$ cat config.mk
export PLATFORM = sky130hd
export DESIGN_NAME = fedl_queue
export DESIGN_NICKNAME = d
export VERILOG_FILES = /design/src/rtl/fedl_queue.sv
export SDC_FILE = /design/constraint.sdc
export NUM_CORES = 1
export LEC_CHECK = 0
export BUFFER_PORTS_ARGS = -buffer_cell sky130_fd_sc_hd__buf_2
export CORE_ASPECT_RATIO = 0.7
export CORE_MARGIN = 10
export CORE_UTILIZATION = 28
export CTS_BUF_LIST = sky130_fd_sc_hd__clkbuf_4
export DETAILED_ROUTE_END_ITERATION = 8
export SLEW_MARGIN = 20
export SYNTH_ARGS = -nofsm -noshare
export SYNTH_HDL_FRONTEND = slang
export SYNTH_SLANG_ARGS = --single-unit
$ cat constraint.sdc
create_clock -name clk -period 4.7 [get_ports clk]
set_input_delay 0.705 -clock clk [delete_from_list [all_inputs] [get_ports clk]]
set_output_delay 0.705 -clock clk [all_outputs]
set_load 0.05 [all_outputs]
$ cat src/rtl/fedl_queue.sv
`timescale 1ns / 1ps
// Small register FIFO between front and back ends.
module fedl_queue #(
  parameter int WIDTH = 8,
  parameter int DEPTH = 4,
  localparam int PW   = $clog2(DEPTH)
) (
  input  logic             clk,
  input  logic             rst_n,
  input  logic             push,
  input  logic [WIDTH-1:0] push_data,
  output logic             push_ready,
  input  logic             pop,
  output logic             pop_valid,
  output logic [WIDTH-1:0] pop_data
);

  logic [WIDTH-1:0] slot_r [DEPTH];
  logic [PW-1:0]    wr_ptr_r, rd_ptr_r;
  logic [PW:0]      count_r;

  assign push_ready = (count_r != (PW+1)'(DEPTH));
  assign pop_valid  = (count_r != '0);
  assign pop_data   = slot_r[rd_ptr_r];

  always_ff @(posedge clk) begin
    if (!rst_n) begin
      wr_ptr_r <= '0;
      rd_ptr_r <= '0;
      count_r  <= '0;
    end else begin
      if (push) begin
        wr_ptr_r <= (wr_ptr_r == PW'(DEPTH - 1)) ? '0 : wr_ptr_r + PW'(1);
      end
      if (pop) begin
        rd_ptr_r <= (rd_ptr_r == PW'(DEPTH - 1)) ? '0 : rd_ptr_r + PW'(1);
      end
      if (push && !pop) begin
        count_r <= count_r + (PW+1)'(1);
      end else if (pop && !push) begin
        count_r <= count_r - (PW+1)'(1);
      end
    end
  end

  always_ff @(posedge clk) begin
    if (push) begin
      slot_r[wr_ptr_r] <= push_data;
    end
  end

endmodule

# == Yosys cells after proc, flatten, opt, wreduce, memory -nomap -nowiden ==
# Memory sizes are Yosys's and may differ from the RTL's. A register that Yosys moved wholly into a read port is not among the register bits.
# Index checks and enable logic that the tools add are counted.
# W data, S select, Z words.
# word_totals
ff_bits,7
n_memories,1
in_bits,12
out_inout_bits,10
mem_bits_rw,32
# mem_list
memory,depth,word_bits,read_ports,rd_ports_with_merged_regs,wr,line,source
slot_r,4,8,1,1,1,18,logic [WIDTH-1:0] slot_r [DEPTH];
# classes
reduce_logical,6
mux,8
add_sub_neg,4
n_eq_ne,3
# op_table
cell,count
$mux W2,4
$mux W3,2
$add A2 B1 Y2 const B,2
$eq A2 B2 Y1 const B,2
$add A3 B1 Y3 const B,1
$ne A3 B3 Y1 const B,1
$reduce_bool A3 Y1,1
$sub A3 B1 Y3 const B,1
$logic_and A1 B1 Y1,2
$logic_not A1 Y1,2
$mux W1,2
$reduce_bool A2 Y1,1

# == Logic depth before layout (Yosys ltp) ==
# logic_depth
ltp_word,4
mapped_depth,7

# == Worst setup path after synthesis ==
# OpenSTA, ideal clock, no wires.
# synth_path
path_kind,input -> register
start,input pop
end,register count_r[2]
stages,7
t_arrival_ps,1898
slack_ps,2732
cell_sequence,inv_1 > ha_1 > inv_1 > fa_1 > xor2_1 > or3_1 > a21boi_1
# synth_via
elab_chain_cells,3
word_cells_on_any_way,5
# synth_lines
item,line,source
from (decl),13,"input logic pop,"
$logic_not A1 Y1,38,if (push && !pop) begin
$logic_and A1 B1 Y1,38,
$mux W3 or $reduce_bool A2 Y1 (tied branches),-,
to (signal assigned),39,count_r <= count_r + (PW+1)'(1);
to (signal assigned),41,count_r <= count_r - (PW+1)'(1);
to (decl),20,logic [PW:0] count_r;
# Several ways; a longest one is shown, not always the timed one.
# A chain may end at the register's enable or synchronous reset.

==> reports/metrics.yaml <==
status:
  status: "completed"
yosys:
  yosysTopAreaCellShare_pct: 59.4
  synth_top_cell_by_area: "edfxtp_1"
  syn_area_um2: 1620
  synth_area_leaders: "edfxtp_1 (59%), dfxtp_1 (11%), mux4_2 (11%)"
  ys_seq_elements: 41
  syn_avg_cell_area_um2: 18.6
  yosysWarnings: 0
  postSynthCellCount: 87
  ys_seq_area_share_pct: 70.6
  synth_cell_types: 20
  synthesis.nets: 106
route:
  num_vias: 787
  drt_iter0_drc: 31
  routed_wl_um: 2780
  viasPerCell: 4.16
  wire_per_inst_um: 14.7
  drc: 0
  drt_first_pass_iters: 3
  ant_nets: 0
placement:
  hpwlAfterDp_um: 2020
  place_congestion: 0.703
  numPortBuffers: 21
global_routing:
  grt_use_total_pct: 6.74
  grt_pass1_wl_um: 4820
  grt_max_degree: 15
  first_global_vias: 885
  grt.overflow.total: 0
  antenna_found_initial: 0
worst_setup_path:
  cp.required_ps: 3990
  critical_path.cell_chain: "mux4_2 -> buf_2"
  cpPeakStageDelay_ps: 680
  crit_fanout: 8
  endpoint_kind: "primary output"
  cp_slowest_cell: "dfxtp_1"
  crit_family: "flip-flops"
  worstSetupPathType: "register to primary output"
  cp.arrival_ps: 1840
  path_buf_inv: 1
  critPathLaunchType: "register"
clocking:
  cts_buffers: 5
  clk_pin_slew_ps: 120
  clock_latency_ps: 360
  cts-root-buf: "clkbuf_4"
  post_cts_buffers: 0
  cts_resized: 0
  cts_tree: "done"
  cts_max_path_buffers: 2
  hold_buffers: 0
  clkSinkCount: 41
  htreeDepth: 2
die:
  dieHeight_um: 83.6
  boundaryPins: 22
  core_area_um2: 5670
  rows: 23
  start_util_pct: 28.5
  die_area_um2: 9260
  die-width_um: 111
timing:
  fin_crit_sh_pct: 54.1
  worstMarginPinSlew_ps: 543
  slew_headroom_pct: 63.8
  fmax_mhz: 394
  hold_ws_ps: 513
  rsz0062_at_grt: "no"
  final_hold_viol_count: 0
  fin_worst_skew_ps: 11.3
  slew_violations: 0
  finalSetupViolCount: 0
  min_period_ps: 2540
  tns_ps: 0
layout:
  fillers: 535
  nNetsFinal: 132
  layout-drive-gt1-share_pct: 32.5
  area_growth_pct: 17.9
  antenna_cells: 0
run:
  cap_violations: 0
power_and_ir_drop:
  powerDensity_nw_per_um2: 440
  p_leak_nw: 0.688
  peakVddDrop_uv: 136
worst_hold_path:
  min_path_type: "register to register"
==> stage by stage <==
step           total power [mW]  area [µm²]  std cells  util (%)  setup slack (ps)
2_1_floorplan             0.529        1620         87         -              2730
3_3_place_gp              0.557        1800        181      31.7              2510
3_5_place_dp              0.562        1800        181      31.7              2470
4_1_cts                   0.853        1910        189      33.6              2080
5_1_grt                   0.878        1910        189      33.6              2020
6_report                  0.839        1910        189      33.6              2160
==> worst register-to-register path, stage by stage (launching register included) <==
cell      delay (ps)
dfxtp_1          380
fa_1             440
xor2_1           160
or3_1            300
a21boi_1         140
==> placed cells by master (no fill, tap or decap) <==
cell type	instances
a21boi_1	1
and2_1	5
buf_2	21
bufinv_16	2
clkbuf_4	5
dfxtp_1	9
edfxtp_1	32
fa_1	1
ha_1	6
inv_1	4
inv_6	1
mux2i_1	4
mux4_2	8
nand2_1	1
nor2_1	2
nor2b_1	5
nor3_1	1
o21a_1	1
o21ai_0	1
or3_1	2
xnor2_1	1
xor2_1	1
==> state kept, by name, indices dropped and copies added, names as in the netlist, named ones only <==
name / flops
wr_ptr_r: 2
rd_ptr_r: 2
slot_r: 32
count_r: 3
==> final cells by class <==
class / instances / area [µm²] / area share [%]
Sequential cell: 41 / 1140 / 59.9
Timing Repair Buffer: 21 / 105 / 5.52
Inverter: 4 / 15.0 / 0.788
Tap cell: 75 / 93.8 / 4.92
Clock buffer: 5 / 37.5 / 1.97
Clock inverter: 3 / 68.8 / 3.61
Multi-Input combinational cell: 40 / 444 / 23.3
==> power by group <==
| group | switching (mW) | leakage [nW] | internal, mW |
|---|---|---|---|
| Sequential | 0.0151 | 0.368 | 0.412 |
| Combinational | 0.0810 | 0.264 | 0.0427 |
| Clock | 0.120 | 0.0558 | 0.167 |
| Total | 0.217 | 0.688 | 0.622 |
==> cells by family after synthesis <==
family / share of synthesized area, %
flip-flops: 70.6
AO/OA/AOI/OAI: 1.24
AND/OR/NAND/NOR: 5.65
multiplexers: 13.6
buffers and inverters: 1.93
adder cells (fa/ha/maj): 5.88
XOR/XNOR: 1.08
==> synth_stat cells <==
library cell  instances
a21boi_1              1
and2_1                5
buf_6                 1
clkbuf_2              1
dfxtp_1               9
edfxtp_1             32
fa_1                  1
ha_1                  6
inv_1                 4
mux2i_1               4
mux4_2                8
nand2_1               1
nor2_1                2
nor2b_1               5
nor3_1                1
o21a_1                1
o21ai_0               1
or3_1                 2
xnor2_1               1
xor2_1                1
==> layer usage <==
layer | track usage [%] | up-vias | wire [µm]
met5 | 0 | - | 0
met4 | 3.89 | 0 | 61
met3 | 3.16 | 6 | 153
met2 | 10.3 | 16 | 1320
met1 | 7.60 | 386 | 1240
li1 | - | 379 | -
==> worst paths after layout <==
path / start / to / slack (ps) / depth (start not counted)
worst max register to register: count_r[0] / count_r[2] / 3230 / 4
worst max-delay path: register / pop_data[1] / 2160 / 2
worst min-delay path: count_r[2] / count_r[2] / 510 / 2
worst min register to register: count_r[2] / count_r[2] / 510 / 2
(Power assumes the default switching activity.)
