===== config.mk =====
export PLATFORM = sky130hd
export DESIGN_NAME = fedl_front
export DESIGN_NICKNAME = d
export VERILOG_FILES = /design/src/rtl/fedl_pkg.sv /design/src/rtl/fedl_front.sv
export SDC_FILE = /design/constraint.sdc
export NUM_CORES = 1
export LEC_CHECK = 0
export BUFFER_PORTS_ARGS = -buffer_cell sky130_fd_sc_hd__buf_4
export CAP_MARGIN = 0
export CORE_MARGIN = 2
export CORE_UTILIZATION = 50
export DETAILED_ROUTE_END_ITERATION = 8
export GPL_TIMING_DRIVEN = 0
export PLACE_DENSITY = 0.74
export SLEW_MARGIN = 10
export SYNTH_ARGS = -nofsm -noshare
export SYNTH_HDL_FRONTEND = slang
export SYNTH_SLANG_ARGS = --single-unit

===== constraint.sdc =====
create_clock -name clk -period 7.5 [get_ports clk]
set_input_delay 1.5 -clock clk [delete_from_list [all_inputs] [get_ports clk]]
set_output_delay 1.5 -clock clk [all_outputs]
set_load 0.01 [all_outputs]

===== src/rtl/fedl_pkg.sv =====
`timescale 1ns / 1ps
// Shared types and constants of the feedback echo delay line.
package fedl_pkg;

  localparam int DATA_W      = 16;  // audio sample width
  localparam int DELAY_W     = 14;  // delay register width
  localparam int GAIN_W      = 16;  // Q1.15 gain width
  localparam int FRAC_BITS   = 15;
  localparam int PROD_W      = DATA_W + GAIN_W;
  localparam int SUM_W       = PROD_W + 1;
  localparam int CFG_ADDR_W  = 2;
  localparam int CFG_DATA_W  = 16;
  localparam int QUEUE_DEPTH = 4;

  typedef logic signed [DATA_W-1:0] sample_t;
  typedef logic signed [GAIN_W-1:0] gain_t;

  typedef enum logic [CFG_ADDR_W-1:0] {
    REG_DELAY = 2'd0,
    REG_DRY   = 2'd1,
    REG_WET   = 2'd2
  } cfg_reg_t;

  localparam logic [DELAY_W-1:0] RESET_DELAY = 14'd12000;
  localparam gain_t              RESET_DRY   = 16'sh6000;
  localparam gain_t              RESET_WET   = 16'sh2000;

  localparam sample_t SAT_MAX = 16'sh7FFF;
  localparam sample_t SAT_MIN = 16'sh8000;

endpackage


===== src/rtl/fedl_front.sv =====
`timescale 1ns / 1ps
// Front end: delay reduction, write pointer, read address and fill check per beat.
module fedl_front #(
  parameter int DEPTH = 16384,
  localparam int AW   = $clog2(DEPTH)
) (
  input  logic                        clk,
  input  logic                        rst_n,
  input  logic                        delay_we,
  input  logic [fedl_pkg::DELAY_W-1:0] delay_data,
  input  logic                        in_tvalid,
  output logic                        in_tready,
  input  logic                        push_ready,
  output logic                        push,
  output logic [AW-1:0]               rd_addr,
  output logic [AW-1:0]               wr_addr,
  output logic                        written
);

  localparam int DW       = fedl_pkg::DELAY_W;
  localparam int LOG_D    = $clog2(DEPTH);
  localparam int RECIP_SH = DW + LOG_D;
  localparam int RECIP_W  = DW + 2;
  localparam int MUL_W    = DW + RECIP_W;
  // floor(2^RECIP_SH / DEPTH) + 1 gives the exact quotient for any 14-bit delay
  localparam logic [RECIP_W-1:0] RECIP =
    RECIP_W'((longint'(1) << RECIP_SH) / longint'(DEPTH) + longint'(1));
  localparam logic [DW-1:0] DEPTH_LO   = DW'(DEPTH);
  localparam logic [DW-1:0] RESET_QUOT = DW'(int'(fedl_pkg::RESET_DELAY) / DEPTH);

  logic [DW-1:0]    dly_r, dly_nxt;
  logic [DW-1:0]    quot_r, quot_nxt;
  logic [DW-1:0]    rem_r, rem_nxt;
  logic             pend_r, pend_nxt;
  logic [MUL_W-1:0] recip_prod;
  logic [DW-1:0]    quot_depth;
  logic [AW-1:0]    wp_r, wp_nxt;
  logic             wrapped_r, wrapped_nxt;
  logic             busy;
  logic [AW-1:0]    tap_dist;
  logic [AW:0]      diff;
  logic [AW:0]      diff_wrap;

  // delay mod DEPTH: reciprocal multiply on the write edge, multiply-subtract next cycle
  always_comb begin
    busy       = pend_r;
    recip_prod = MUL_W'(delay_data) * MUL_W'(RECIP);
    // quotient times depth never exceeds the delay, so 14 bits hold it exactly
    quot_depth = quot_r * DEPTH_LO;
    dly_nxt    = dly_r;
    quot_nxt   = quot_r;
    pend_nxt   = 1'b0;
    rem_nxt    = pend_r ? (dly_r - quot_depth) : rem_r;
    if (delay_we) begin
      dly_nxt  = delay_data;
      quot_nxt = DW'(recip_prod >> RECIP_SH);
      pend_nxt = 1'b1;
    end
  end

  always_comb begin
    tap_dist  = AW'(rem_r);
    diff      = {1'b0, wp_r} - {1'b0, tap_dist};
    diff_wrap = diff + (AW+1)'(DEPTH);
    rd_addr   = diff[AW] ? diff_wrap[AW-1:0] : diff[AW-1:0];
    wr_addr   = wp_r;
    // fill check: slots below wp were written this lap, all once wrapped
    written   = wrapped_r || (rd_addr < wp_r);
    in_tready = !busy && push_ready;
    push      = in_tvalid && in_tready;
    wp_nxt      = wp_r;
    wrapped_nxt = wrapped_r;
    if (push) begin
      if (wp_r == AW'(DEPTH - 1)) begin
        wp_nxt      = '0;
        wrapped_nxt = 1'b1;
      end else begin
        wp_nxt = wp_r + AW'(1);
      end
    end
  end

  always_ff @(posedge clk) begin
    if (!rst_n) begin
      dly_r     <= fedl_pkg::RESET_DELAY;
      quot_r    <= RESET_QUOT;
      rem_r     <= '0;
      pend_r    <= 1'b1;
      wp_r      <= '0;
      wrapped_r <= 1'b0;
    end else begin
      dly_r     <= dly_nxt;
      quot_r    <= quot_nxt;
      rem_r     <= rem_nxt;
      pend_r    <= pend_nxt;
      wp_r      <= wp_nxt;
      wrapped_r <= wrapped_nxt;
    end
  end

endmodule


-- Word level (Yosys, flattened, before mapping)
Index checks and enable logic that the tools add are counted.
- logic and storage cells: 18
- register bits after elaboration: 44
- input bits: 19
- output and inout port bits: 31
- add/subtract/negate cells: 3
- eq/ne operators: 1
- reduce and logical (&&, ||, !) cells: 5
- order comparisons: 1
- mux-type cells: 3
- operators by type and width (cell ; count):
    adder 14 x 1 -> 14 bit, second input constant ; 2
    two-way mux 14 bit ; 2
    subtractor 14 x 14 -> 15 bit ; 1
    == test 14 bit, second input constant ; 1
    < comparator 14 bit ; 1
    logical AND 1 bit ; 2
    AND reduction 2 bit ; 1
    logical NOT 1 bit ; 1
    logical OR 1 bit ; 1
    two-way mux 1 bit ; 1

-- Longest topological paths before layout
Gate-level depths: netlist of run 1.
- depth after elaboration: 5
- mapped depth: 15
- gate-level depth less buffers: 15

-- Least setup slack after synthesis of run 1
No wires, ideal clock.
- kind: register to output
- start: register wp_r[0] (netlist: wr_addr[0])
- end: output written
- arrival time: 3.109 ns
- stages on the path, launching flop included: 13
- buffers on the path: 0
- required time: 6.000 ns
- setup slack: 2.891 ns
- cells stage by stage: dfxtp_1 inv_1 ha_1 nor2b_1 o2111a_1 o211ai_2 a22o_1 o311ai_0 ha_1 a21o_1 a21o_1 a211oi_1 a21o_1
- word-level cells in the longest chain between the ends: 5
- ends and longest elaborated chain (element ; line ; RTL):
    from (decl) ; fedl_front.sv:37 ; logic [AW-1:0] wp_r, wp_nxt;
    from (signal assigned) ; fedl_front.sv:96 ; wp_r <= wp_nxt;
    subtractor 14 x 14 -> 15 bit (*) ; fedl_front.sv:63 ; diff = {1'b0, wp_r} - {1'b0, tap_dist};
    adder 14 x 1 -> 14 bit ; fedl_front.sv:64 ; diff_wrap = diff + (AW+1)'(DEPTH);
    two-way mux 14 bit (*) ; fedl_front.sv:65 ; rd_addr = diff[AW] ? diff_wrap[AW-1:0] : diff[AW-1:0];
    net rd_addr[11] ; fedl_front.sv:15 ; output logic [AW-1:0] rd_addr,
    < comparator 14 bit (*) ; fedl_front.sv:68 ; written = wrapped_r || (rd_addr < wp_r);
    logical OR 1 bit (*) ; fedl_front.sv:68 ;
    to (decl) ; fedl_front.sv:17 ; output logic written
The timed path passes the listed nets; every way through them passes the cells marked *.

-- Worst setup path after layout of run 1
- start: register wp_r[0] (netlist: wr_addr[0])
- end: output written
- word-level cells in the longest chain between the ends: 5
- ends and longest elaborated chain (element ; line):
    subtractor 14 x 14 -> 15 bit ; fedl_front.sv:63
    adder 14 x 1 -> 14 bit ; fedl_front.sv:64
    two-way mux 14 bit ; fedl_front.sv:65
    < comparator 14 bit (*) ; fedl_front.sv:68
    logical OR 1 bit (*) ; fedl_front.sv:68
Mark *: on every way between the ends. The rest lies on a longest branch, timed or not.

==> results of run 1 <==
==> synth_stat cells (2+ instances only) <==
| cell type | instances | area [um^2] |
|---|---|---|
| nand3_1 | 8 | 40.0 |
| nand2b_1 | 2 | 12.5 |
| o21ai_0 | 7 | 35.0 |
| and2_1 | 3 | 18.8 |
| nand2_1 | 23 | 86.3 |
| ha_1 | 28 | 350 |
| a21oi_1 | 13 | 65.1 |
| a21boi_0 | 3 | 22.5 |
| buf_2 | 4 | 20.0 |
| nor2_1 | 19 | 71.3 |
| dfxtp_1 | 44 | 881 |
| nor2b_1 | 24 | 150 |
| o211ai_1 | 2 | 15.0 |
| nor3_1 | 5 | 25.0 |
| o311ai_0 | 2 | 17.5 |
| and3_1 | 3 | 18.8 |
| inv_1 | 33 | 124 |
| xor2_1 | 3 | 26.3 |
| o21a_1 | 2 | 15.0 |
| o31ai_1 | 2 | 15.0 |
| mux2i_1 | 28 | 280 |
| a31oi_1 | 2 | 12.5 |
| xnor2_1 | 19 | 166 |
| nand4_1 | 4 | 25.0 |
| clkbuf_1 | 5 | 18.8 |
| a21o_1 | 8 | 60.1 |
==> layer usage <==
layer	vias to the layer above	GRT usage	share of wire
li1	1176	-	-
met1	1052	0.271	0.48
met2	55	0.341	0.47
met3	4	0.0379	0.046
met4	0	0.0719	0.0079
met5	-	0	0
==> layout make-up <==
| class | count | share of cell area |
|---|---|---|
| buffer | 9 | 0.0117 |
| clock buffer | 5 | 0.0208 |
| clock inverter | 2 | 0.0181 |
| inverter | 33 | 0.0374 |
| multi-input combinational | 226 | 0.514 |
| sequential | 44 | 0.266 |
| tap | 70 | 0.0264 |
| timing repair buffer | 47 | 0.106 |
==> through the flow <==
step	hold slack, ns	setup WS (ns)	total power (uW)
6_report	0.466	2.35	596
2_1_floorplan	0.435	2.89	337
4_1_cts	0.468	2.33	600
3_3_place_gp	0.451	2.66	380
5_1_grt	0.517	2.03	628
3_5_place_dp	0.455	2.69	384
==> where the power goes <==
part	internal, uW	switching, uW
Clock	131	85.3
Combinational	64.1	65.9
Sequential	243	5.72
Total	439	157
==> sequential cells by signal, summed over array words and instances, names as in the netlist <==
name,flops
wrapped_r,1
dly_r,14
busy,1
rem_r,14
wr_addr,14
==> path summary, 6_finish.rpt <==
path,from,to,slack [ns],cells past startpoint
worst max-delay path,wr_addr[0]$_SDFFE_PN0P_,written,2.35,16
worst min-delay path,wrapped_r$_SDFFE_PN0P_,wrapped_r$_SDFFE_PN0P_,0.47,2
worst max register to register,wr_addr[1]$_SDFFE_PN0P_,wr_addr[4]$_SDFFE_PN0P_,5.50,6
worst min register to register,wrapped_r$_SDFFE_PN0P_,wrapped_r$_SDFFE_PN0P_,0.47,2
==> worst max-delay path: cells and delay by family (launching register included) <==
kind            cells  cell delay [ns]
compound gates      8             1.56
xor+xnor            1             0.18
fa+ha+maj           3             0.87
buf+inv             3             0.29
flops               1             0.39
simple gates        1             0.07
==> cell families (layout without fill, tap and decap cells) <==
logic type,count (synthesis),in the layout
adders and majority gates,29,29
DFF,44,44
and+or+nand+nor,96,96
muxes,28,28
buffers and inverters,42,96
xor gates and xnor gates,22,22
AOI/OAI and AO/OA,51,51
==> summary.md, run 1 <==
| Metric | Value |
|---|---|
| First-pass GRT wire length | 10100 um |
| Nets | 414 |
| Layout cells sized above 1 | 0.175 |
| CP max stage cell | fa_1 |
| Via count | 2287 |
| Endpoints failing hold | 0 |
| Cells after synthesis | 312 |
| Yosys reg bits | 44 |
| DIE AREA | 6100 um^2 |
| Minimum clock period | 5.15 ns |
| Initial DRC Count | 86 |
| RSZ-0062 raised after global routing | false |
| H-tree levels | 2 |
| CP dominant cell by count | a21o_1 |
| Worst skew pair latency | 0.30 ns |
| Slew @ Worst Pin | 0.590 ns |
| Post-synth ARST share | 0 |
| Final ANT Viol Nets | 0 |
| CTS root buffer | clkbuf_8 |
| Final Instance Area | 3320 um^2 |
| DRC | 0 |
| Core area | 5200 um^2 |
| WL/cell | 13.9 um |
| Final Skew | 0.00970 ns |
| FMAX | 194 MHz |
| Status | completed |
| Mux contribution to synthesized area | 0.102 |
| Max-cap violations | 0 |
| CP peak stage delay | 0.40 ns |
| Warning count from the yosys run | 0 |
| Row count | 26 |
| Largest net degree at the start of global routing | 14 |
| Sequential share of the synthesized area | 0.321 |
| Most frequent cells in the layout | buf_4, dfxtp_1, inv_1 |
| Largest family of logic cells by synthesized area | simple AND/OR/NAND/NOR gates |
| Synth-to-Final Area Change | 20.7% |
| GRT Residual Overflow | 0 |
| Power per cell area | 180 nW/um^2 |
| Initial antenna violation count | 0 |
| Rel. slew slack | 0.602 |
| CTS clk-pin slew, worst paths | 0.08 ns |
| Hpwl dp | 4730 um |
| Syn avg cell area | 8.80 um^2 |
| Number of port buffers | 47 |
| Compound-Gate Fraction of Synth Area | 0.129 |
| Synth Area in Adders | 0.135 |
| Gpl congestion | 0.884 |
| Post-synth EDFFs | 0 |
| CP required | 6.00 ns |
| Clock buffer depth | 2 |
| Worst Hold Class | flip-flop to flip-flop |
| CP Launch Type | flip-flop |
| Placed Area | 3190 um^2 |
| Multi-input logic area | 1700 um^2 |
| Post-CTS Resized | 0 |
| Xor/xnor cell area share of the yosys netlist | 0.0702 |
| Register Area | 881 um^2 |
| Max Slew Vio Count | 0 |
| Most common cell after layout, fill and taps aside | buf_4 |
| Main synth FF type | dfxtp_1 |
| Placed cells | 429 |
| Worst vdd ir | 0.000154 V |
| Fin crit share | 0.686 |
| I/O pins | 50 |
| Netlist cell types | 42 |
| Vias per cell | 5.25 |
| WL final | 6060 um |
| # fillers | 479 |
| CTS buffer count | 5 |
| Post-CTS setup buffer count | 0 |
| Post-Layout Cell Count | 436 |
| CP arrival | 3.65 ns |
| Pre-antenna DRT Iters | 4 |
| Lkg Pwr | 0.00153 uW |
| Die height | 78.1 um |
| Starting Density | 0.528 |
| Crit-path max FO | 7 |
| Simple-Gate Fraction of Synth Area | 0.184 |
| GRT Overall Usage | 0.206 |
| Fin Setup TNS | 0 ns |
| Net Count, Synth | 360 |
| Critical path, cell by cell | inv_1, ha_1, inv_1, fa_1, a21o_1, a31oi_1, o21ai_0, o21ai_0, xnor2_1, ha_1, a21o_1, a221oi_1, nor2_1, a211oi_1, a21o_1, buf_4 |
| Post-synthesis cell area | 2750 um^2 |
| CP endpoint kind | output pin |
| Setup Crit Path Kind | flip-flop to output pin |
| Final core occ | 0.637 |
| Ant diodes | 0 |
| Number of global-route vias before repair | 2166 |
| CTS tree | built |
| Die width | 78.1 um |
| CTS Hold Bufs | 0 |
| Sink Count | 44 |
| Final setup vio count | 0 |
(Power assumes the default switching activity.)
==> inputs of run 2 (changes only) <==
--- a/config.mk
+++ b/config.mk
@@ -11,7 +11,7 @@
 export CORE_UTILIZATION = 50
 export DETAILED_ROUTE_END_ITERATION = 8
 export GPL_TIMING_DRIVEN = 0
-export PLACE_DENSITY = 0.74
+export PLACE_DENSITY = 0.77
 export SLEW_MARGIN = 10
 export SYNTH_ARGS = -nofsm -noshare
 export SYNTH_HDL_FRONTEND = slang
==> constraint.sdc (replaced) <==
create_clock -name clk -period 4.2 [get_ports clk]
set_input_delay 0.84 -clock clk [delete_from_list [all_inputs] [get_ports clk]]
set_output_delay 0.84 -clock clk [all_outputs]
set_load 0.01 [all_outputs]
==> summary.md, run 2 (synthesis gave the netlist of run 1 again) <==
| Metric | Value |
|---|---|
| Hold Path Origin | wrapped_r$_SDFFE_PN0P_ (unchanged) |
| CP endpoint kind | output pin (unchanged) |
| Seq pwr share | 0.422 (was 0.418) |
| Critical path, cell by cell | inv_4, ha_4, inv_2, fa_2, a21o_1, a31oi_2, o21ai_1, o21ai_1, xnor2_1, ha_1, a21o_1, a221oi_2, nor2_1, a211oi_2, a21o_1, buf_6 (was inv_1, ha_1, inv_1, fa_1, a21o_1, a31oi_1, o21ai_0, o21ai_0, xnor2_1, ha_1, a21o_1, a221oi_1, nor2_1, a211oi_1, a21o_1, buf_4) |
| CP Launch Type | flip-flop (unchanged) |
| Final Skew | 0.00749 ns (was 0.00970 ns) |
| Initial antenna violation count | 0 (unchanged) |
| Nets | 425 (was 414) |
| Die width | 78.1 um (unchanged) |
| DIE AREA | 6100 um^2 (unchanged) |
| RSZ-0062 raised after global routing | true (was false) |
| Final core occ | 0.671 (was 0.637) |
| Path depth of the worst reg2reg path | 7 (was 6) |
| Ant diodes | 0 (unchanged) |
| I/O pins | 50 (unchanged) |
| CP bufs+invs | 3 (unchanged) |
| Switching portion of total power | 0.274 (was 0.263) |
| Fin crit share | 0.993 |
| Critical R2R Launch | wr_addr[0]$_SDFFE_PN0P_ (was wr_addr[1]$_SDFFE_PN0P_) |
| Core area | 5200 um^2 (unchanged) |
| WL/cell | 14.4 um (was 13.9 um) |
| CP max stage cell | dfxtp_4 (was fa_1) |
| Top delay family on crit path | compound AO/OA/AOI/OAI gates (unchanged) |
| Setup WS post-layout | 0.0287 ns (was 2.35 ns) |
| Power per cell area | 302 nW/um^2 (was 180 nW/um^2) |
| Starting Density | 0.528 (unchanged) |
| CP peak stage delay | 0.36 ns (was 0.40 ns) |
| DRC | 0 (unchanged) |
| Met2 wire len | 3130 um (was 2820 um) |
| Gpl congestion | 0.894 (was 0.884) |
| Endpoints failing hold | 0 (unchanged) |
| Combinational power share | 0.251 (was 0.218) |
| # fillers | 440 (was 479) |
| Final Instance Area | 3490 um^2 (was 3320 um^2) |
| CTS clk-pin slew, worst paths | 0.09 ns (was 0.08 ns) |
| H-tree levels | 2 (unchanged) |
| Max Slew Vio Count | 0 (unchanged) |
| Dpl ws | -0.0395 ns (was 2.69 ns) |
| Via count | 2386 (was 2287) |
| Worst skew pair latency | 0.30 ns (about the same) |
| CTS buffer count | 5 (unchanged) |
| P_sw | 288 uW (was 157 uW) |
| DR WL met3 | 341 um (was 276 um) |
| Clock buffer depth | 2 (unchanged) |
| Layout cells sized above 1 | 0.257 (was 0.175) |
| Hpwl dp | 4770 um (was 4730 um) |
| FMAX | 240 MHz |
| Most common cell after layout, fill and taps aside | buf_4 (unchanged) |
| Minimum clock period | 4.17 ns |
| Worst Hold Class | flip-flop to flip-flop (unchanged) |
| Number of port buffers | 47 (unchanged) |
| CTS Hold Bufs | 0 (unchanged) |
| Final ANT Viol Nets | 0 (unchanged) |
| Final setup vio count | 0 (unchanged) |
| Row count | 26 (unchanged) |
| Hold path depth | 2 (unchanged) |
| WL final | 6450 um (was 6060 um) |
| GRT Residual Overflow | 0 (unchanged) |
| Fin Setup TNS | 0 ns (unchanged) |
| CTS tree | built (unchanged) |
| Max-cap violations | 0 (unchanged) |
| CP arrival | 3.33 ns (was 3.65 ns) |
| Most frequent cells in the layout | buf_4, dfxtp_1, inv_1 (unchanged) |
| Hold Path End | wrapped_r$_SDFFE_PN0P_ (unchanged) |
| Clock power share | 0.327 (was 0.364) |
| Rel. slew slack | 0.620 (was 0.602) |
| Crit-path max FO | 2 (was 7) |
| Die height | 78.1 um (unchanged) |
| Synth-to-Final Area Change | 27.1% (was 20.7%) |
| Min Hold Slack | 0.482 ns (was 0.466 ns) |
| First-pass GRT wire length | 10400 um (was 10100 um) |
| Setup Crit Path Kind | flip-flop to output pin (unchanged) |
| Placed Area | 3190 um^2 (unchanged) |
| Largest net degree at the start of global routing | 15 (was 14) |
| Initial DRC Count | 167 (was 86) |
| FF-to-FF setup slack | 2.09 ns (was 5.50 ns) |
| CP dominant cell by count | a21o_1 (unchanged) |
| Lkg Pwr | 0.00159 uW (was 0.00153 uW) |
| Slew @ Worst Pin | 0.565 ns (was 0.590 ns) |
| Vias per cell | 5.33 (was 5.25) |
| Internal power | 765 uW (was 439 uW) |
| GRT Overall Usage | 0.213 (was 0.206) |
| RR Endpoint | wr_addr[9]$_SDFFE_PN0P_ (was wr_addr[4]$_SDFFE_PN0P_) |
| Metal-1 WL | 2870 um (was 2920 um) |
| Status | completed (unchanged) |
| Worst vdd ir | 0.000213 V (was 0.000154 V) |
| Pre-antenna DRT Iters | 4 (unchanged) |
| CP required | 3.36 ns (was 6.00 ns) |
| Number of global-route vias before repair | 2215 (was 2166) |
| CTS root buffer | clkbuf_8 (unchanged) |
| DR top layer | met4 (unchanged) |
| Sink Count | 44 (unchanged) |
-- run 2: cell type report --
type	instances	area [um^2]	area share
inverter	33	126	0.0362
buffer	9	41.3	0.0118
clock inverter	2	38.8	0.0111
clock buffer	6	82.6	0.0237
tap	70	87.6	0.0251
sequential	44	891	0.255
multi-input combinational	226	1780	0.511
timing repair buffer	58	439	0.126
-- run 2: worst reg2reg max path, delay by kind of cell, from the launching register on --
kind	cells	cell delay, ns
fa+ha+maj	1	0.21
flops	1	0.37
simple gates	5	1.26
buf+inv	1	0.14
-- run 2: worst max path at each step --
stage	end	slack (ns)	cells past startpoint	startpoint
6_report	written	0.03	16	wr_addr[0]$_SDFFE_PN0P_
5_1_grt	written	-0.15	15	rem_r[4]$_SDFFE_PN0P_
4_1_cts	written	0.003	13	rem_r[4]$_SDFFE_PN0P_
3_5_place_dp	written	-0.04	16	wr_addr[0]$_SDFFE_PN0P_
3_3_place_gp	written	0.05	16	wr_addr[0]$_SDFFE_PN0P_
2_1_floorplan	written	0.25	12	wr_addr[0]$_SDFFE_PN0P_
-- run 2: per-stage QoR --
| step | total power [uW] | std cells |
|---|---|---|
| floorplan | 602 | 312 |
| global placement | 677 | 429 |
| detailed placement | 684 | 429 |
| CTS | 1040 | 443 |
| global route | 1100 | 448 |
| finish | 1050 | 448 |
-- run 2: per-layer routing --
layer  vias up  track usage
met2        65        0.358
met5         -            0
met3        10       0.0402
met1      1114        0.279
met4         0       0.0614
li1       1197            -
-- run 2: power groups by stage --
stage	registers (uW)	clock network (uW)	logic [uW]
3_3_place_gp	454	0	223
5_1_grt	447	369	289
2_1_floorplan	451	0	151
6_report	445	344	264
3_5_place_dp	454	0	230
4_1_cts	444	350	249
-- run 2: timing repair --
| item | 4_1_cts | 5_1_grt |
|---|---|---|
| gates resized for setup | 14 | 18 |
| pin swaps | 11 | 15 |
| buffers inserted | 6 | 5 |
| setup endpoints to repair | 1 | 1 |
==> inputs of run 3 (changes only) <==
--- a/config.mk
+++ b/config.mk
@@ -8,10 +8,10 @@
 export BUFFER_PORTS_ARGS = -buffer_cell sky130_fd_sc_hd__buf_4
 export CAP_MARGIN = 0
 export CORE_MARGIN = 2
-export CORE_UTILIZATION = 50
+export CORE_UTILIZATION = 29
 export DETAILED_ROUTE_END_ITERATION = 8
 export GPL_TIMING_DRIVEN = 0
-export PLACE_DENSITY = 0.77
+export PLACE_DENSITY = 0.5
 export SLEW_MARGIN = 10
 export SYNTH_ARGS = -nofsm -noshare
 export SYNTH_HDL_FRONTEND = slang
==> summary.md, run 3 (synthesis gave the netlist of run 1 again) <==
| Metric | Value |
|---|---|
| Final Instance Area | 3580 um^2 (was 3490 um^2) |
| CP peak stage delay | 0.37 ns (was 0.36 ns) |
| Seq pwr share | 0.416 (was 0.422) |
| GR peak layer | met2 (unchanged) |
| Worst vdd ir | 0.000148 V (was 0.000213 V) |
| GRT met3 Usage | 0.0290 (was 0.0402) |
| Nets | 422 (was 425) |
| CP bufs+invs | 3 (unchanged) |
| Crit-path max FO | 3 (was 2) |
| I/O pins | 50 (unchanged) |
| Ant diodes | 0 (unchanged) |
| Most common cell after layout, fill and taps aside | buf_4 (unchanged) |
| Row count | 35 (was 26) |
| Worst skew pair latency | 0.30 ns (about the same) |
| Pre-antenna DRT Iters | 4 (unchanged) |
| Slew @ Worst Pin | 0.537 ns (was 0.565 ns) |
| Final Skew | 0.0103 ns (was 0.00749 ns) |
| Met1 usage | 0.192 (was 0.279) |
| P_sw | 313 uW (was 288 uW) |
| First-pass GRT wire length | 11000 um (was 10400 um) |
| CP max stage cell | dfxtp_4 (unchanged) |
| Number of global-route vias before repair | 2174 (was 2215) |
| CTS tree | built (unchanged) |
| FMAX | 245 MHz (was 240 MHz) |
| Core area | 9200 um^2 (was 5200 um^2) |
| Worst Hold Class | flip-flop to flip-flop (unchanged) |
| Top delay family on crit path | compound AO/OA/AOI/OAI gates (unchanged) |
| Met2 Use GR | 0.208 (was 0.358) |
| DIE AREA | 10300 um^2 (was 6100 um^2) |
| Endpoints failing hold | 0 (unchanged) |
| CP dominant cell by count | a21o_1 (unchanged) |
| GRT Overall Usage | 0.135 (was 0.213) |
| Minimum clock period | 4.09 ns (was 4.17 ns) |
| GRT Residual Overflow | 0 (unchanged) |
| # fillers | 958 (was 440) |
| Initial antenna violation count | 0 (unchanged) |
| Max Slew Vio Count | 0 (unchanged) |
| Via count | 2270 (was 2386) |
| Layout cells sized above 1 | 0.269 (was 0.257) |
| Clock buffer depth | 2 (unchanged) |
| Register Area | 893 um^2 (was 891 um^2) |
| WL final | 6870 um (was 6450 um) |
| Setup Crit Path Kind | flip-flop to output pin (unchanged) |
| Final setup vio count | 0 (unchanged) |
| Die width | 101 um (was 78.1 um) |
| Fin crit share | 0.974 (was 0.993) |
| Critical path, cell by cell | inv_4, ha_4, inv_2, fa_2, a21o_1, a31oi_4, o21ai_2, o21ai_1, xnor2_1, ha_1, a21o_1, a221oi_2, nor2_1, a211oi_2, a21o_1, buf_6 (was inv_4, ha_4, inv_2, fa_2, a21o_1, a31oi_2, o21ai_1, o21ai_1, xnor2_1, ha_1, a21o_1, a221oi_2, nor2_1, a211oi_2, a21o_1, buf_6) |
| Max-cap violations | 0 (unchanged) |
| Multi-input logic area | 1850 um^2 (was 1780 um^2) |
| Starting Density | 0.299 (was 0.528) |
| Vias per cell | 4.67 (was 5.33) |
| CP arrival | 3.25 ns (was 3.33 ns) |
| Status | completed (unchanged) |
| Sink Count | 44 (unchanged) |
| RSZ-0062 raised after global routing | true (unchanged) |
| DRC | 0 (unchanged) |
| Clock power share | 0.324 (was 0.327) |
| Lkg Pwr | 0.00159 uW (about the same) |
| CP endpoint kind | output pin (unchanged) |
| Hpwl dp | 5250 um (was 4770 um) |
| Initial DRC Count | 75 (was 167) |
| CTS buffer count | 5 (unchanged) |
| Synth-to-Final Area Change | 30.3% (was 27.1%) |
| Largest net degree at the start of global routing | 16 (was 15) |
| Number of port buffers | 47 (unchanged) |
| Final ANT Viol Nets | 0 (unchanged) |
| CP required | 3.36 ns (about the same) |
| Placed Area | 3240 um^2 (was 3190 um^2) |
| Switching portion of total power | 0.293 (was 0.274) |
| H-tree levels | 2 (unchanged) |
| Combinational power share | 0.259 (was 0.251) |
| Most frequent cells in the layout | buf_4, dfxtp_1, inv_1 (unchanged) |
| CTS clk-pin slew, worst paths | 0.10 ns (was 0.09 ns) |
| Power per cell area | 298 nW/um^2 (was 302 nW/um^2) |
| WL/cell | 14.1 um (was 14.4 um) |
| Gpl congestion | 0.805 (was 0.894) |
| Placed cells | 470 (was 429) |
| Die height | 101 um (was 78.1 um) |
| Rel. slew slack | 0.642 (was 0.620) |
| Internal power | 753 uW (was 765 uW) |
| Post-Layout Cell Count | 486 (was 448) |
| CP Launch Type | flip-flop (unchanged) |
| CTS root buffer | clkbuf_8 (unchanged) |
-- run 3: cell types whose count changed in the layout (fill, tap and decap cells not counted), sizes merged --
| cell | before | now |
|---|---|---|
| clkinv | 1 | 0 |
| inv | 33 | 34 |
| buf | 62 | 58 |
| clkinvlp | 0 | 1 |
-- run 3: what timing repair did --
item                                   in CTS  in global routing
endpoints found under the hold margin       0                  0
hold buffers                                0                  0
pin swaps                                   8                 17
setup buffers                               4                  4
gates resized for setup                    20                 21
setup endpoints to repair                   1                  1
-- run 3: stage by stage --
step | utilization | hold WS [ns] | power [uW] | TNS [ns] | worst slack [ns]
after floorplan | - | 0.435 | 602 | 0 | 0.251
after global placement | 0.352 | 0.452 | 687 | -0.128 | -0.128
after detailed placement | 0.352 | 0.463 | 691 | -0.150 | -0.150
after CTS | 0.375 | 0.477 | 1060 | 0 | 0.00374
after global routing | 0.389 | 0.507 | 1130 | -0.0415 | -0.0415
final | 0.389 | 0.472 | 1070 | 0 | 0.111
-- run 3: worst paths after layout --
check,start,end,slack (ns),depth (start not counted)
max reg2reg,wr_addr[0]$_SDFFE_PN0P_,wr_addr[10]$_SDFFE_PN0P_,2.23,7
max,wr_addr[0]$_SDFFE_PN0P_,written,0.11,16
min reg2reg,wrapped_r$_SDFFE_PN0P_,wrapped_r$_SDFFE_PN0P_,0.47,2
min,wrapped_r$_SDFFE_PN0P_,wrapped_r$_SDFFE_PN0P_,0.47,2
-- run 3: layout make-up --
cell class | instances | area share
Multi-Input combinational cell | 226 | 0.516
Sequential cell | 44 | 0.250
Timing Repair Buffer | 55 | 0.116
Tap cell | 111 | 0.0388
Inverter | 33 | 0.0353
Clock buffer | 5 | 0.0192
Clock inverter | 3 | 0.0129
Buffer | 9 | 0.0115
-- run 3: routing by layer --
layer | vias to the layer above | part of all wire
li1 | 1190 | -
met1 | 1030 | 0.51
met2 | 42 | 0.45
met3 | 8 | 0.034
met4 | 0 | 0.012
met5 | - | 0
-- run 3: worst reg2reg max path, cell delays in order, from the launching register on --
cell and delay, ns:
dfxtp_4 0.37, buf_4 0.15, ha_1 0.21, nand4_1 0.16, nor3_1 0.39, nand2b_1 0.12, nand2_1 0.35, nor2_1 0.10
-- run 3: power by group through the flow --
| stage | combinational [uW] | clock (uW) | sequential [uW] |
|---|---|---|---|
| finish | 276 | 346 | 444 |
| global route | 309 | 375 | 447 |
| CTS | 259 | 355 | 444 |
| detailed placement | 236 | 0 | 455 |
| global placement | 233 | 0 | 454 |
| floorplan | 151 | 0 | 451 |
